--- src/rtl/gtg_pkg.sv ---
// Shared types, constants and the arctangent table of the go-to-goal steering core.
package gtg_pkg;

    localparam int CORDIC_STEPS = 16;
    localparam int IW = $clog2(CORDIC_STEPS);

    localparam logic [1:0] ACT_GOAL = 2'd0;
    localparam logic [1:0] ACT_POSE = 2'd1;
    localparam logic [1:0] ACT_TICK = 2'd2;

    localparam logic REG_MAX_SPEED = 1'b0;
    localparam logic REG_DEADBAND  = 1'b1;

    localparam logic [22:0] MAX_SPEED_RST = 23'd19661;
    localparam logic [14:0] DEADBAND_RST  = 15'd715;

    typedef enum logic [3:0] {
        OP_NONE, OP_START, OP_MUL, OP_SQRT_INIT, OP_SQRT, OP_CLOAD_BEAR, OP_CLOAD_YAW,
        OP_CNORM, OP_CQUAD, OP_CITER, OP_SAVE_BEAR, OP_SAVE_YAW, OP_ROUND, OP_FINISH
    } op_t;

    typedef enum logic [3:0] {
        S_IDLE, S_MUL, S_SQI, S_SQRT, S_BLOAD, S_BNORM, S_BQUAD, S_BITER, S_BSAVE,
        S_YLOAD, S_YNORM, S_YQUAD, S_YITER, S_YSAVE, S_ROUND, S_DONE
    } state_t;

    typedef struct packed {
        op_t  op;
        logic store_goal;
        logic store_pose;
    } gtg_cmd_t;

    typedef struct packed {
        logic goal_seen;
        logic pose_seen;
        logic mul_done;
        logic sqrt_done;
        logic norm_done;
        logic iter_done;
        logic out_free;
    } gtg_stat_t;

    function automatic logic signed [27:0] atan_q24(input logic [4:0] i);
        logic signed [27:0] r;
        case (i)
            5'd0:  r = 28'sd13176795;
            5'd1:  r = 28'sd7778716;
            5'd2:  r = 28'sd4110060;
            5'd3:  r = 28'sd2086331;
            5'd4:  r = 28'sd1047214;
            5'd5:  r = 28'sd524117;
            5'd6:  r = 28'sd262123;
            5'd7:  r = 28'sd131069;
            5'd8:  r = 28'sd65536;
            5'd9:  r = 28'sd32768;
            5'd10: r = 28'sd16384;
            5'd11: r = 28'sd8192;
            5'd12: r = 28'sd4096;
            5'd13: r = 28'sd2048;
            5'd14: r = 28'sd1024;
            5'd15: r = 28'sd512;
            5'd16: r = 28'sd256;
            5'd17: r = 28'sd128;
            5'd18: r = 28'sd64;
            5'd19: r = 28'sd32;
            5'd20: r = 28'sd16;
            5'd21: r = 28'sd8;
            5'd22: r = 28'sd4;
            5'd23: r = 28'sd2;
            default: r = 28'sd0;
        endcase
        return r;
    endfunction

endpackage

--- src/rtl/gtg_if.sv ---
// Request and drive command channel interfaces of the steering core.
interface gtg_req_if;
    logic               valid;
    logic               ready;
    logic [1:0]         action;
    logic signed [23:0] pos_x;
    logic signed [23:0] pos_y;
    logic signed [15:0] quat_x;
    logic signed [15:0] quat_y;
    logic signed [15:0] quat_z;
    logic signed [15:0] quat_w;

    modport source (output valid, action, pos_x, pos_y, quat_x, quat_y, quat_z, quat_w,
                    input ready);
    modport sink (input valid, action, pos_x, pos_y, quat_x, quat_y, quat_z, quat_w,
                  output ready);
endinterface

interface gtg_drv_if;
    logic               valid;
    logic               ready;
    logic [22:0]        speed_cmd;
    logic signed [15:0] turn_cmd;

    modport source (output valid, speed_cmd, turn_cmd, input ready);
    modport sink (input valid, speed_cmd, turn_cmd, output ready);
endinterface

--- src/rtl/gtg_ctrl.sv ---
// Sequencing state machine of the steering core.
module gtg_ctrl (
    input  logic             clk,
    input  logic             rst_n,
    input  logic             req_valid,
    input  logic [1:0]       req_action,
    input  gtg_pkg::gtg_stat_t stat,
    output logic             req_ready,
    output gtg_pkg::gtg_cmd_t  cmd
);
    import gtg_pkg::*;

    state_t state_reg, state_next;
    logic   tick_go;

    assign tick_go = req_valid && (req_action == ACT_TICK) && stat.goal_seen && stat.pose_seen;

    always_ff @(posedge clk or negedge rst_n)
    begin
        if (!rst_n)
            state_reg <= S_IDLE;
        else
            state_reg <= state_next;
    end

    always_comb
    begin
        state_next = state_reg;
        unique case (state_reg)
            S_IDLE:  if (tick_go) state_next = S_MUL;
            S_MUL:   if (stat.mul_done) state_next = S_SQI;
            S_SQI:   state_next = S_SQRT;
            S_SQRT:  if (stat.sqrt_done) state_next = S_BLOAD;
            S_BLOAD: state_next = S_BNORM;
            S_BNORM: if (stat.norm_done) state_next = S_BQUAD;
            S_BQUAD: state_next = S_BITER;
            S_BITER: if (stat.iter_done) state_next = S_BSAVE;
            S_BSAVE: state_next = S_YLOAD;
            S_YLOAD: state_next = S_YNORM;
            S_YNORM: if (stat.norm_done) state_next = S_YQUAD;
            S_YQUAD: state_next = S_YITER;
            S_YITER: if (stat.iter_done) state_next = S_YSAVE;
            S_YSAVE: state_next = S_ROUND;
            S_ROUND: state_next = S_DONE;
            S_DONE:  if (stat.out_free) state_next = S_IDLE;
            default: state_next = S_IDLE;
        endcase
    end

    always_comb
    begin
        req_ready      = 1'b0;
        cmd.op         = OP_NONE;
        cmd.store_goal = 1'b0;
        cmd.store_pose = 1'b0;
        unique case (state_reg)
            S_IDLE:
            begin
                req_ready      = 1'b1;
                cmd.store_goal = req_valid && (req_action == ACT_GOAL);
                cmd.store_pose = req_valid && (req_action == ACT_POSE);
                if (tick_go)
                    cmd.op = OP_START;
            end
            S_MUL:   cmd.op = OP_MUL;
            S_SQI:   cmd.op = OP_SQRT_INIT;
            S_SQRT:  cmd.op = OP_SQRT;
            S_BLOAD: cmd.op = OP_CLOAD_BEAR;
            S_YLOAD: cmd.op = OP_CLOAD_YAW;
            S_BNORM, S_YNORM: cmd.op = OP_CNORM;
            S_BQUAD, S_YQUAD: cmd.op = OP_CQUAD;
            S_BITER, S_YITER: cmd.op = OP_CITER;
            S_BSAVE: cmd.op = OP_SAVE_BEAR;
            S_YSAVE: cmd.op = OP_SAVE_YAW;
            S_ROUND: cmd.op = OP_ROUND;
            S_DONE:  if (stat.out_free) cmd.op = OP_FINISH;
            default: cmd.op = OP_NONE;
        endcase
    end

endmodule

--- src/rtl/gtg_dp.sv ---
// Datapath of the steering core: stored poses, multiplier, square root, CORDIC, output.
module gtg_dp (
    input  logic               clk,
    input  logic               rst_n,
    input  gtg_pkg::gtg_cmd_t  cmd,
    input  logic signed [23:0] pos_x,
    input  logic signed [23:0] pos_y,
    input  logic signed [15:0] quat_x,
    input  logic signed [15:0] quat_y,
    input  logic signed [15:0] quat_z,
    input  logic signed [15:0] quat_w,
    input  logic [22:0]        max_speed,
    input  logic [14:0]        heading_deadband,
    input  logic               out_ready,
    output gtg_pkg::gtg_stat_t stat,
    output logic               out_valid,
    output logic [22:0]        speed_cmd,
    output logic signed [15:0] turn_cmd
);
    import gtg_pkg::*;

    localparam logic [3:0] MUL_LAST = 4'd10;
    localparam logic signed [44:0] LIM40 = 45'sh100_0000_0000;
    localparam logic signed [44:0] LIM32 = 45'sh1_0000_0000;
    localparam logic signed [27:0] HALF_PI_Q24 = 28'sd26353589;
    localparam logic signed [18:0] PI_Q13 = 19'sd25736;
    localparam logic signed [18:0] TWO_PI_Q13 = 19'sd51472;

    logic signed [23:0] gx_reg, gy_reg, rx_reg, ry_reg;
    logic signed [15:0] qx_reg, qy_reg, qz_reg, qw_reg;
    logic               goal_seen_reg, pose_seen_reg;

    logic signed [24:0] dx_reg, dy_reg;
    logic [3:0]         mcnt_reg;
    logic signed [49:0] p_reg;
    logic [49:0]        ss_reg;
    logic signed [34:0] d_reg, g_reg, xq_reg, yq_reg;

    logic [49:0]        sv_reg, sr_reg;
    logic [4:0]         sk_reg;

    logic signed [44:0] cx_reg, cy_reg;
    logic signed [27:0] cz_reg, bear_reg, yaw_reg;
    logic               czero_reg;
    logic [IW-1:0]      ci_reg;

    logic [22:0]        spd_reg;
    logic signed [17:0] a_reg;
    logic               out_valid_reg;
    logic [22:0]        speed_out_reg;
    logic signed [15:0] turn_out_reg;

    logic signed [24:0] ma, mb;
    logic signed [49:0] prod;
    logic signed [34:0] p35, p2;
    logic [49:0]        sbit, strial;
    logic               sx40, sy40, sx32, sy32;
    logic signed [44:0] xs, ys;
    logic [34:0]        gabs;
    logic               yaw_zero;
    logic signed [28:0] ang;
    logic signed [18:0] wv, wt;
    logic [18:0]        wabs;

    always_comb
    begin
        case (mcnt_reg)
            4'd0:    begin ma = dx_reg; mb = dx_reg; end
            4'd1:    begin ma = dy_reg; mb = dy_reg; end
            4'd2:    begin ma = 25'(qx_reg); mb = 25'(qx_reg); end
            4'd3:    begin ma = 25'(qy_reg); mb = 25'(qy_reg); end
            4'd4:    begin ma = 25'(qz_reg); mb = 25'(qz_reg); end
            4'd5:    begin ma = 25'(qw_reg); mb = 25'(qw_reg); end
            4'd6:    begin ma = 25'(qx_reg); mb = 25'(qz_reg); end
            4'd7:    begin ma = 25'(qw_reg); mb = 25'(qy_reg); end
            4'd8:    begin ma = 25'(qx_reg); mb = 25'(qy_reg); end
            4'd9:    begin ma = 25'(qw_reg); mb = 25'(qz_reg); end
            default: begin ma = '0; mb = '0; end
        endcase
    end

    assign prod   = ma * mb;
    assign p35    = p_reg[34:0];
    assign p2     = {p35[33:0], 1'b0};
    assign sbit   = 50'd1 << {sk_reg, 1'b0};
    assign strial = sr_reg + sbit;
    assign sx40   = (cx_reg > -LIM40) && (cx_reg < LIM40);
    assign sy40   = (cy_reg > -LIM40) && (cy_reg < LIM40);
    assign sx32   = (cx_reg > -LIM32) && (cx_reg < LIM32);
    assign sy32   = (cy_reg > -LIM32) && (cy_reg < LIM32);
    assign xs     = cx_reg >>> ci_reg;
    assign ys     = cy_reg >>> ci_reg;
    assign gabs   = g_reg[34] ? $unsigned(-g_reg) : $unsigned(g_reg);
    assign yaw_zero = (d_reg == 35'sd0) || (gabs >= $unsigned(d_reg));
    assign ang    = {bear_reg[27], bear_reg} - {yaw_reg[27], yaw_reg} + 29'sd1024;

    always_comb
    begin
        wv = {a_reg[17], a_reg} + PI_Q13;
        if (wv < 19'sd0)
            wv = wv + TWO_PI_Q13;
        else if (wv >= TWO_PI_Q13)
            wv = wv - TWO_PI_Q13;
        wt = wv - PI_Q13;
        wabs = wt[18] ? $unsigned(-wt) : $unsigned(wt);
        if (wabs < {4'd0, heading_deadband})
            wt = 19'sd0;
    end

    always_ff @(posedge clk or negedge rst_n)
    begin
        if (!rst_n)
        begin
            goal_seen_reg <= 1'b0;
            pose_seen_reg <= 1'b0;
            out_valid_reg <= 1'b0;
        end
        else
        begin
            if (cmd.store_goal)
                goal_seen_reg <= 1'b1;
            if (cmd.store_pose)
                pose_seen_reg <= 1'b1;
            if (cmd.op == OP_FINISH)
                out_valid_reg <= 1'b1;
            else if (out_ready)
                out_valid_reg <= 1'b0;
        end
    end

    always_ff @(posedge clk)
    begin
        if (cmd.store_goal)
        begin
            gx_reg <= pos_x;
            gy_reg <= pos_y;
        end
        if (cmd.store_pose)
        begin
            rx_reg <= pos_x;
            ry_reg <= pos_y;
            qx_reg <= quat_x;
            qy_reg <= quat_y;
            qz_reg <= quat_z;
            qw_reg <= quat_w;
        end

        case (cmd.op)
            OP_START:
            begin
                dx_reg   <= 25'(gx_reg) - 25'(rx_reg);
                dy_reg   <= 25'(gy_reg) - 25'(ry_reg);
                mcnt_reg <= '0;
                ss_reg   <= '0;
                d_reg    <= '0;
                g_reg    <= '0;
                xq_reg   <= '0;
                yq_reg   <= '0;
            end
            OP_MUL:
            begin
                p_reg    <= prod;
                mcnt_reg <= mcnt_reg + 4'd1;
                case (4'(mcnt_reg - 4'd1))
                    4'd0, 4'd1: ss_reg <= ss_reg + $unsigned(p_reg);
                    4'd2, 4'd5:
                    begin
                        d_reg  <= d_reg + p35;
                        xq_reg <= xq_reg + p35;
                    end
                    4'd3, 4'd4:
                    begin
                        d_reg  <= d_reg + p35;
                        xq_reg <= xq_reg - p35;
                    end
                    4'd6:       g_reg  <= g_reg + p2;
                    4'd7:       g_reg  <= g_reg - p2;
                    4'd8, 4'd9: yq_reg <= yq_reg + p2;
                    default:    ;
                endcase
            end
            OP_SQRT_INIT:
            begin
                sv_reg <= ss_reg;
                sr_reg <= '0;
                sk_reg <= 5'd24;
            end
            OP_SQRT:
            begin
                if (sv_reg >= strial)
                begin
                    sv_reg <= sv_reg - strial;
                    sr_reg <= (sr_reg >> 1) + sbit;
                end
                else
                    sr_reg <= sr_reg >> 1;
                sk_reg <= sk_reg - 5'd1;
            end
            OP_CLOAD_BEAR:
            begin
                cx_reg    <= 45'(dx_reg);
                cy_reg    <= 45'(dy_reg);
                czero_reg <= (dx_reg == 25'sd0) && (dy_reg == 25'sd0);
            end
            OP_CLOAD_YAW:
            begin
                cx_reg    <= 45'(xq_reg);
                cy_reg    <= 45'(yq_reg);
                czero_reg <= yaw_zero || ((xq_reg == 35'sd0) && (yq_reg == 35'sd0));
            end
            OP_CNORM:
            begin
                if (!czero_reg && sx40 && sy40)
                begin
                    if (sx32 && sy32)
                    begin
                        cx_reg <= cx_reg <<< 8;
                        cy_reg <= cy_reg <<< 8;
                    end
                    else
                    begin
                        cx_reg <= cx_reg <<< 1;
                        cy_reg <= cy_reg <<< 1;
                    end
                end
            end
            OP_CQUAD:
            begin
                ci_reg <= '0;
                if (cx_reg < 45'sd0)
                begin
                    if (cy_reg >= 45'sd0)
                    begin
                        cx_reg <= cy_reg;
                        cy_reg <= -cx_reg;
                        cz_reg <= HALF_PI_Q24;
                    end
                    else
                    begin
                        cx_reg <= -cy_reg;
                        cy_reg <= cx_reg;
                        cz_reg <= -HALF_PI_Q24;
                    end
                end
                else
                    cz_reg <= '0;
            end
            OP_CITER:
            begin
                ci_reg <= ci_reg + 1'b1;
                if (cy_reg > 45'sd0)
                begin
                    cx_reg <= cx_reg + ys;
                    cy_reg <= cy_reg - xs;
                    cz_reg <= cz_reg + atan_q24(5'(ci_reg));
                end
                else
                begin
                    cx_reg <= cx_reg - ys;
                    cy_reg <= cy_reg + xs;
                    cz_reg <= cz_reg - atan_q24(5'(ci_reg));
                end
            end
            OP_SAVE_BEAR: bear_reg <= czero_reg ? 28'sd0 : cz_reg;
            OP_SAVE_YAW:  yaw_reg  <= czero_reg ? 28'sd0 : cz_reg;
            OP_ROUND:
            begin
                a_reg   <= ang[28:11];
                spd_reg <= (sr_reg[24:0] > {2'b00, max_speed}) ? max_speed : sr_reg[22:0];
            end
            OP_FINISH:
            begin
                speed_out_reg <= spd_reg;
                turn_out_reg  <= wt[15:0];
            end
            default: ;
        endcase
    end

    assign stat.goal_seen = goal_seen_reg;
    assign stat.pose_seen = pose_seen_reg;
    assign stat.mul_done  = (mcnt_reg == MUL_LAST);
    assign stat.sqrt_done = (sk_reg == 5'd0);
    assign stat.norm_done = czero_reg || !(sx40 && sy40);
    assign stat.iter_done = (ci_reg == IW'(CORDIC_STEPS - 1));
    assign stat.out_free  = !out_valid_reg || out_ready;

    assign out_valid = out_valid_reg;
    assign speed_cmd = speed_out_reg;
    assign turn_cmd  = turn_out_reg;

endmodule

--- src/rtl/go_to_goal_steering_core.sv ---
// Top level of the go-to-goal steering core: register port, controller and datapath.
//
//  channel  role    handshake          carries
//  req      sink    valid / ready      action, pos_x, pos_y, quat_x..quat_w
//  drv      source  valid / ready      speed_cmd, turn_cmd
//  apb      slave   psel / penable     max_speed at 0x0, heading_deadband at 0x4
//
// A tick runs the shared multiplier pass, the one-bit-per-cycle square root and two CORDIC
// runs, each CORDIC run after its own normalization phase.
// Reset is asynchronous and active low; the block holds one request at a time,
// and a finished command waits in the output register while the next request is taken.
module go_to_goal_steering_core (
    input  logic        clk,
    input  logic        rst_n,
    gtg_req_if.sink     req,
    gtg_drv_if.source   drv,
    input  logic        psel,
    input  logic        penable,
    input  logic        pwrite,
    input  logic [2:0]  paddr,
    input  logic [31:0] pwdata,
    output logic [31:0] prdata,
    output logic        pready
);
    import gtg_pkg::*;

    logic [22:0] max_speed_reg;
    logic [14:0] deadband_reg;
    gtg_cmd_t    cmd;
    gtg_stat_t   stat;

    assign pready = 1'b1;

    always_ff @(posedge clk or negedge rst_n)
    begin
        if (!rst_n)
        begin
            max_speed_reg <= MAX_SPEED_RST;
            deadband_reg  <= DEADBAND_RST;
        end
        else if (psel && penable && pwrite)
        begin
            unique case (paddr[2])
                REG_MAX_SPEED: max_speed_reg <= pwdata[22:0];
                REG_DEADBAND:  deadband_reg  <= pwdata[14:0];
                default: ;
            endcase
        end
    end

    always_comb
    begin
        unique case (paddr[2])
            REG_MAX_SPEED: prdata = {9'd0, max_speed_reg};
            REG_DEADBAND:  prdata = {17'd0, deadband_reg};
            default:       prdata = '0;
        endcase
    end

    gtg_ctrl u_ctrl (
        .clk        (clk),
        .rst_n      (rst_n),
        .req_valid  (req.valid),
        .req_action (req.action),
        .stat       (stat),
        .req_ready  (req.ready),
        .cmd        (cmd)
    );

    gtg_dp u_dp (
        .clk              (clk),
        .rst_n            (rst_n),
        .cmd              (cmd),
        .pos_x            (req.pos_x),
        .pos_y            (req.pos_y),
        .quat_x           (req.quat_x),
        .quat_y           (req.quat_y),
        .quat_z           (req.quat_z),
        .quat_w           (req.quat_w),
        .max_speed        (max_speed_reg),
        .heading_deadband (deadband_reg),
        .out_ready        (drv.ready),
        .stat             (stat),
        .out_valid        (drv.valid),
        .speed_cmd        (drv.speed_cmd),
        .turn_cmd         (drv.turn_cmd)
    );

endmodule

--- src/flat_wrapper.sv ---
// flat-port wrapper written by rule: the top's interface ports become plain ports
module go_to_goal_steering_core_flat import gtg_pkg::*;
  (clk, rst_n, psel, penable, pwrite, paddr, pwdata, prdata, pready, req_valid, req_action, req_pos_x, req_pos_y, req_quat_x, req_quat_y, req_quat_z, req_quat_w, req_ready, drv_valid, drv_speed_cmd, drv_turn_cmd, drv_ready);
  gtg_req_if req_i ();
  gtg_drv_if drv_i ();
  input  logic clk;
  input  logic rst_n;
  input  logic psel;
  input  logic penable;
  input  logic pwrite;
  input  logic [2:0] paddr;
  input  logic [31:0] pwdata;
  output logic [31:0] prdata;
  output logic pready;
  input wire logic [$bits(req_i.valid)-1:0] req_valid;
  input wire logic [$bits(req_i.action)-1:0] req_action;
  input wire logic [$bits(req_i.pos_x)-1:0] req_pos_x;
  input wire logic [$bits(req_i.pos_y)-1:0] req_pos_y;
  input wire logic [$bits(req_i.quat_x)-1:0] req_quat_x;
  input wire logic [$bits(req_i.quat_y)-1:0] req_quat_y;
  input wire logic [$bits(req_i.quat_z)-1:0] req_quat_z;
  input wire logic [$bits(req_i.quat_w)-1:0] req_quat_w;
  output wire logic [$bits(req_i.ready)-1:0] req_ready;
  output wire logic [$bits(drv_i.valid)-1:0] drv_valid;
  output wire logic [$bits(drv_i.speed_cmd)-1:0] drv_speed_cmd;
  output wire logic [$bits(drv_i.turn_cmd)-1:0] drv_turn_cmd;
  input wire logic [$bits(drv_i.ready)-1:0] drv_ready;
  assign req_i.valid = req_valid;
  assign req_i.action = req_action;
  assign req_i.pos_x = req_pos_x;
  assign req_i.pos_y = req_pos_y;
  assign req_i.quat_x = req_quat_x;
  assign req_i.quat_y = req_quat_y;
  assign req_i.quat_z = req_quat_z;
  assign req_i.quat_w = req_quat_w;
  assign req_ready = req_i.ready;
  assign drv_valid = drv_i.valid;
  assign drv_speed_cmd = drv_i.speed_cmd;
  assign drv_turn_cmd = drv_i.turn_cmd;
  assign drv_i.ready = drv_ready;
  go_to_goal_steering_core u_core (.clk(clk), .rst_n(rst_n), .req(req_i), .drv(drv_i), .psel(psel), .penable(penable), .pwrite(pwrite), .paddr(paddr), .pwdata(pwdata), .prdata(prdata), .pready(pready));
endmodule
--- config.mk ---
export PLATFORM = sky130hd
export DESIGN_NAME = go_to_goal_steering_core_flat
export DESIGN_NICKNAME = d
export VERILOG_FILES = /design/src/rtl/gtg_pkg.sv /design/src/rtl/gtg_if.sv /design/src/rtl/gtg_ctrl.sv /design/src/rtl/gtg_dp.sv /design/src/rtl/go_to_goal_steering_core.sv /design/src/flat_wrapper.sv
export SDC_FILE = /design/constraint.sdc
export NUM_CORES = 2
export LEC_CHECK = 0
export BUFFER_PORTS_ARGS = -buffer_cell sky130_fd_sc_hd__buf_2
export CAP_MARGIN = 10
export CELL_PAD_IN_SITES_DETAIL_PLACEMENT = 0
export CELL_PAD_IN_SITES_GLOBAL_PLACEMENT = 1
export CORE_ASPECT_RATIO = 1.75
export CORE_MARGIN = 1
export CORE_UTILIZATION = 46
export DETAILED_ROUTE_END_ITERATION = 6
export GPL_TIMING_DRIVEN = 0
export PLACE_DENSITY_LB_ADDON = 0.2
export SLEW_MARGIN = 20
export SYNTH_ARGS = -nofsm -noshare
export SYNTH_HDL_FRONTEND = slang
export SYNTH_SLANG_ARGS = --single-unit
--- constraint.sdc ---
create_clock -name clk -period 10.49 [get_ports clk]
set_input_delay 0.5245 -clock clk [delete_from_list [all_inputs] [get_ports clk]]
set_output_delay 0.5245 -clock clk [all_outputs]
set_load 0.01 [all_outputs]
; ---- Word level (Yosys, flattened, before mapping)
; Memory sizes are Yosys's and may differ from the RTL's. A register that Yosys moved wholly into a read port is not among the register bits.
; Index checks and enable logic that the tools add are counted.
[totals]
mem_count = 2
register_bits = 863
in_bits = 156
rom_bits = 768
[classes]
shift = 3
bitwise_logic = 1
muxes = 65
multipliers = 1
addsub = 32
reduce_logical = 62
eq_ne = 66
n_lt_le_gt_ge = 17
[mem_list]
columns = name, depth, width, rd, rd_clocked_by_memory_dff, write_ports, line_no
row1 = (name not given), 16, 24, 1, 1, 0, gtg_pkg.sv:45  ; case (i)
row2 = (name not given), 16, 24, 1, 1, 0, gtg_pkg.sv:45
[ops]
columns = operator, n
row1 = 45-bit 2-to-1 mux, 10
row2 = 45-bit case mux with 5 select lines, 2
row3 = 35-bit case mux with 2 select lines, 6
row4 = 25-bit case mux with 6 select lines, 2
row5 = 50-bit case mux with 2 select lines, 3
row6 = 28-bit 2-to-1 mux, 8
row7 = 50-bit 2-to-1 mux, 3
row8 = 35-bit adder, 4
row9 = 35-bit zero test, 3
row10 = 35-bit 2-to-1 mux, 3
row11 = 50-bit adder, 2
row12 = 45-bit adder, 2
row13 = "45-bit by 33-bit greater-than comparator with 1-bit output, second input constant", 2
row14 = "45-bit by 41-bit greater-than comparator with 1-bit output, second input constant", 2
row15 = "45-bit by 34-bit less-than comparator with 1-bit output, second input constant", 2
row16 = "45-bit by 42-bit less-than comparator with 1-bit output, second input constant", 2
row17 = 45-bit negation, 2
row18 = 45-bit by 4-bit >>> shifter with 45-bit output, 2
row19 = 45-bit subtractor, 2
row20 = "4-bit equality test, second input constant", 20
row21 = 35-bit subtractor, 2
row22 = "4-bit by 3-bit equality test with 1-bit output, second input constant", 16
row23 = 32-bit case mux with 2 select lines, 1
row24 = 4-bit case mux with 16 select lines, 1
row25 = 60 further kinds, 145

; ---- Longest topological paths before layout
[depth]
word_depth = 11
depth_mapped = 39
mapped_depth_nobuf = 36

; ---- By module
; A second synthesis with hierarchy kept.
[hier_totals]
hier_cells = 10179
area_unflattened_um2 = 95474.1
[modules_own_cells]
columns = module, seq_area_each_um2, cells_per_inst, area_per_inst_um2, n_inst
row1 = gtg_dp, 25039.0, 10003, 93148.1, 1
row2 = go_to_goal_steering_core, 968.4, 119, 1864.3, 1
row3 = gtg_ctrl, 100.1, 57, 461.7, 1

; ---- Least setup slack after synthesis
; Ideal clock, no wire load.
[synth_path]
path_kind = flip-flop to flip-flop
startpoint = reg u_core.u_dp.sk_reg[2]
endpoint = reg u_core.u_dp.sv_reg[0], enable pin
synth_period_minus_slack_ps = 9890
t_arrival_ps = 9356
setup_time_ps = 534
stages_incl_launch_ff = 30
setup_slack_ps = 600
path_buffers = 3
path_cell_list = edfxtp_1 clkbuf_1 or2_1 nor2_1 ha_1 a31oi_1 o21bai_1 a31o_2 a31oi_1 o21bai_1 a31oi_1 o21ai_0 a31o_2 a31oi_1 nor2_1 nor2_1 o21ai_0 a31oi_1 xor2_1 ha_1 nand4_1 nor2_1 o211ai_1 a2111oi_0 or2_2 o21ai_0 a21o_1 clkbuf_1 clkbuf_1 a21boi_0
[synth_via]
elab_chain_cells = 5
[synth_lines]
columns = item, line_no
row1 = from (decl), gtg_dp.sv:40  ; logic [4:0] sk_reg;
row2 = from (signal assigned), gtg_dp.sv:197  ; sk_reg <= sk_reg - 5'd1;
row3 = 1-bit by 6-bit << shifter with 50-bit output, gtg_dp.sv:85  ; assign sbit = 50'd1 << {sk_reg, 1'b0};
row4 = 50-bit adder, gtg_dp.sv:86  ; assign strial = sr_reg + sbit;
row5 = 50-bit greater-or-equal comparator, gtg_dp.sv:190  ; if (sv_reg >= strial)
row6 = 2-bit != test (no source line), --
row7 = 2-bit AND reduction (no source line), --
row8 = to (signal assigned), gtg_dp.sv:184  ; sv_reg <= ss_reg;
row9 = to (signal assigned), gtg_dp.sv:192  ; sv_reg <= sv_reg - strial;
row10 = to (decl), gtg_dp.sv:39  ; logic [49:0] sv_reg, sr_reg;
; No other way between the ends.
; A chain may end at the register's enable or synchronous reset.

; ---- Worst setup path after layout
[layout_path]
startpoint = reg u_core.u_dp.cy_reg[13]
endpoint = reg u_core.u_dp.cy_reg[42], data pin
[layout_via]
elab_chain_cells = 6
elab_cells_between_ends = 14
classes_between = add/sub: 2 / order compare: 4 / mux: 6 / reduce/logical: 2
[layout_lines]
columns = item, line_no
row1 = from (decl), gtg_dp.sv:42  ; logic signed [44:0] cx_reg, cy_reg;
row2 = from (signal assigned), gtg_dp.sv:202  ; cy_reg <= 45'(dy_reg);
row3 = from (signal assigned), gtg_dp.sv:208  ; cy_reg <= 45'(yq_reg);
row4 = from (signal assigned), gtg_dp.sv:218  ; cy_reg <= cy_reg <<< 8;
row5 = 45-bit by 33-bit greater-than comparator with 1-bit output or 45-bit by 34-bit less-than comparator with 1-bit output (tied branches), gtg_dp.sv:90  ; assign sy32 = (cy_reg > -LIM32) && (cy_reg < LIM32);
row6 = 1-bit logical AND, gtg_dp.sv:90
row7 = 1-bit logical AND, gtg_dp.sv:215  ; if (sx32 && sy32)
row8 = 45-bit 2-to-1 mux, gtg_dp.sv:215
row9 = 45-bit 2-to-1 mux, gtg_dp.sv:213  ; if (!czero_reg && sx40 && sy40)
row10 = 45-bit case mux with 5 select lines (*), gtg_dp.sv:148  ; case (cmd.op)
; Mark *: on every way between the ends. The rest lies on a longest branch, timed or not. The select of a mux whose other input is x is not followed.

==> summary.txt <==
Detailed routing
  – Iteration-0 DRC Markers: 5829
  – DR pass1 iterations: 7
  – Final wirelength: 381100 um
  – DR vias/cell: 6.055
  – Vias post-DR: 80320
  – # DRC: 3
  – Final ANT Viol Nets: 0
  – Routed WL per cell: 28.73 um

Critical path
  – Setup crit start kind: register
  – R2R Setup Slk: 0.13 ns
  – Crit path DAT: 10.94 ns
  – Max incr delay on CP: 1.02 ns
  – Reg-to-Reg Start: u_core.u_dp.cy_reg[13]
  – Worst flop-to-flop path endpoint: u_core.u_dp.cy_reg[42]
  – Worst Path Required: 11.07 ns
  – CP max FO: 10
  – Critical path class: reg -> reg
  – Endpoint type of the worst setup path: register
  – Critical-path top delay cell: o21ai_0
  – R2R depth: 27

Floorplan
  – Initial Util: 46.26%
  – Die X: 343.8 um
  – Die area: 206400 um^2
  – Core outline area: 203300 um^2
  – Io pins: 230
  – Num rows: 219
  – Die Height: 600.2 um

Synth
  – Syn Inst Count: 10023
  – Top cell type's share of synthesized area: 26.05%
  – Avg Cell Area, Syn: 9.385 um^2
  – Area contributors post-synth: edfxtp_1 (26%), fa_1 (14%), ha_1 (9.9%)
  – EDFF count, synth: 816
  – Area leader, netlist: edfxtp_1
  – Register area share after synthesis: 27.76%
  – Library cells used by synthesis: 100
  – Synthesis warning total: 0
  – FF+latch count, synth: 884
  – Main flop type after synthesis: edfxtp_1
  – Mapped cell area: 94060 um^2
  – Asr flop ratio synth: 5.090%

Run
  – Max-cap violations: 0

Placed design
  – Placement Setup Slack: -2.628 ns
  – Dpl hpwl: 313000 um
  – IO buf count: 208
  – GPL Wtd Cong: 1.053
  – Post-placement cell area: 99390 um^2

Clock tree
  – CTS max path bufs: 3
  – Clk sinks: 884
  – H-tree depth: 3
  – Root Buffer: clkbuf_16
  – Clock transition at the registers of the reported paths: 0.07 ns
  – TritonCTS Buffers: 93
  – Clk_lat worst skew: 0.78 ns
  – CTS tree: yes

STA
  – Final Hold Vio Count: 0
  – Post-route setup slack: 0.1277 ns
  – Minimum clock period: 10.36 ns
  – Fmax: 0.09650 GHz
  – Total negative setup slack: 0 ns
  – RSZ-0062 raised after global routing: false
  – Setup violators final: 0
  – Least-Margin Pin Slew: 1.284 ns
  – Final clock skew: 0.07350 ns
  – Tcrit/Tclk final: 98.78%
  – Max-slew violation count: 0
  – Slew margin rel.: 14.43%

Finish
  – Fin nets: 12097
  – Layout cells sized above 1: 9.497%
  – Layout Utilization: 51.60%
  – Area growth from synthesis to layout: 11.54%
  – Design area: 104900 um^2

Run status
  – Status: complete, but fails checks
  – Failing checks: design-rule violations

Global route
  – Total GRT Usage: 36.63%
  – Pin count of the biggest net entering global routing: 51
  – Total grt overflow: 0
  – Initial antenna violation count: 11
  – Vias in the first global route: 82363
  – Global-route wire length before repair: 546300 um

Hold path
  – Hold Crit Start: drv_ready
  – WHS Endpoint: u_core.u_dp.out_valid
  – Worst Hold Depth: 3
  – Hold Crit Class: in -> reg
## worst max path at each step
stage,startpoint,endpoint,slack (ns),cells after the start
CTS,u_core.u_dp.mcnt_reg[0],u_core.u_dp.p_reg[44],0.002,36
global route,u_core.u_dp.mcnt_reg[1],u_core.u_dp.p_reg[45],0.005,33
finish,u_core.u_dp.cy_reg[13],u_core.u_dp.cy_reg[42],0.13,27
global placement,u_core.u_dp.sk_reg[3],u_core.u_dp.sv_reg[44],-3.86,29
detailed placement,u_core.u_dp.mcnt_reg[0],u_core.u_dp.p_reg[44],-2.63,35
floorplan,u_core.u_dp.sk_reg[2],u_core.u_dp.sv_reg[0],0.60,29
## cell usage after synthesis, types with 89 or more instances
cell	count
nor2b_1	134
clkbuf_1	382
inv_1	1021
xor2_1	336
fa_1	669
mux2i_1	109
and3_1	89
nand3_1	138
ha_1	747
xnor2_1	462
nand2b_1	107
a31oi_1	120
mux2_2	118
o21ai_0	453
nand2_1	925
mux4_2	105
a21oi_1	505
nor2_1	982
o21a_1	90
edfxtp_1	816
a21o_1	222
nor3_1	167
## metrics by stage
| step | hold WS, ns | instances |
|---|---|---|
| after floorplan | 0.2289 | 10031 |
| after global routing | 0.1994 | 13256 |
| after CTS | 0.1271 | 13247 |
| after global placement | 0.4018 | 12891 |
| final | 0.1752 | 13265 |
| after detailed placement | 0.4045 | 12939 |
## final cells by class
type,count,area (um^2)
Clock buffer,109,2471
Fill cell,19028,98400
Sequential cell,884,26110
Tap cell,2652,3318
Clock inverter,64,890.9
Timing Repair Buffer,416,3286
Antenna cell,10,25.02
Inverter,1022,3842
Buffer,442,1962
Multi-Input combinational cell,7666,63020
## critical path, delay by kind of cell (launching register included)
kind / cells / cell delay, ns
adders and majority gates: 1 / 0.44
buffers and inverters: 4 / 1.47
DFF: 1 / 0.46
and+or+nand+nor: 8 / 2.57
muxes: 1 / 0.36
AOI/OAI and AO/OA: 13 / 4.83
## layout by cell type (no fill, tap or decap), types with 134 or more instances in the layout
master and instances:
nor2b_1 134, a21oi_1 502, nand2_1 921, dlygate4sd3_1 136
ha_1 745, inv_1 1016, buf_2 245, o21ai_0 445
xor2_1 334, clkbuf_1 294, nor3_1 163, nor2_1 979
fa_1 669, a21o_1 222, xnor2_1 460, edfxtp_1 816
## per-layer routing
| metal | GRT usage [%] | share of wire (%) |
|---|---|---|
| met1 | 34.68 | 32 |
| met2 | 65.26 | 50 |
| met3 | 5.719 | 5.3 |
| met4 | 37.54 | 13 |
| met5 | 0 | 0.016 |
## kinds of logic (layout without fill, tap and decap cells)
kind of cell | Yosys count | in the layout | share of synthesized area [%]
compound gates | 2118 | 2118 | 14.93
xor+xnor | 798 | 798 | 7.430
fa+ha+maj | 1417 | 1417 | 24.18
buf+inv | 1481 | 2053 | 6.010
flops | 884 | 884 | 27.76
mux | 332 | 332 | 5.087
other cells | 2 | 20 | 0.007984
simple gates | 2991 | 2991 | 14.60
## what timing repair did
action | in CTS | in global routing
setup endpoints to repair | 33 | 25
resized for setup | 129 | 128
hold buffers | 136 | 0
pin swaps | 3 | 11
setup buffers | 11 | 12
endpoints found under the hold margin | 224 | 0
Power is left out: the tool's default activity adds up to more than one toggle a clock period on the data nets, which glitch-free logic cannot reach.
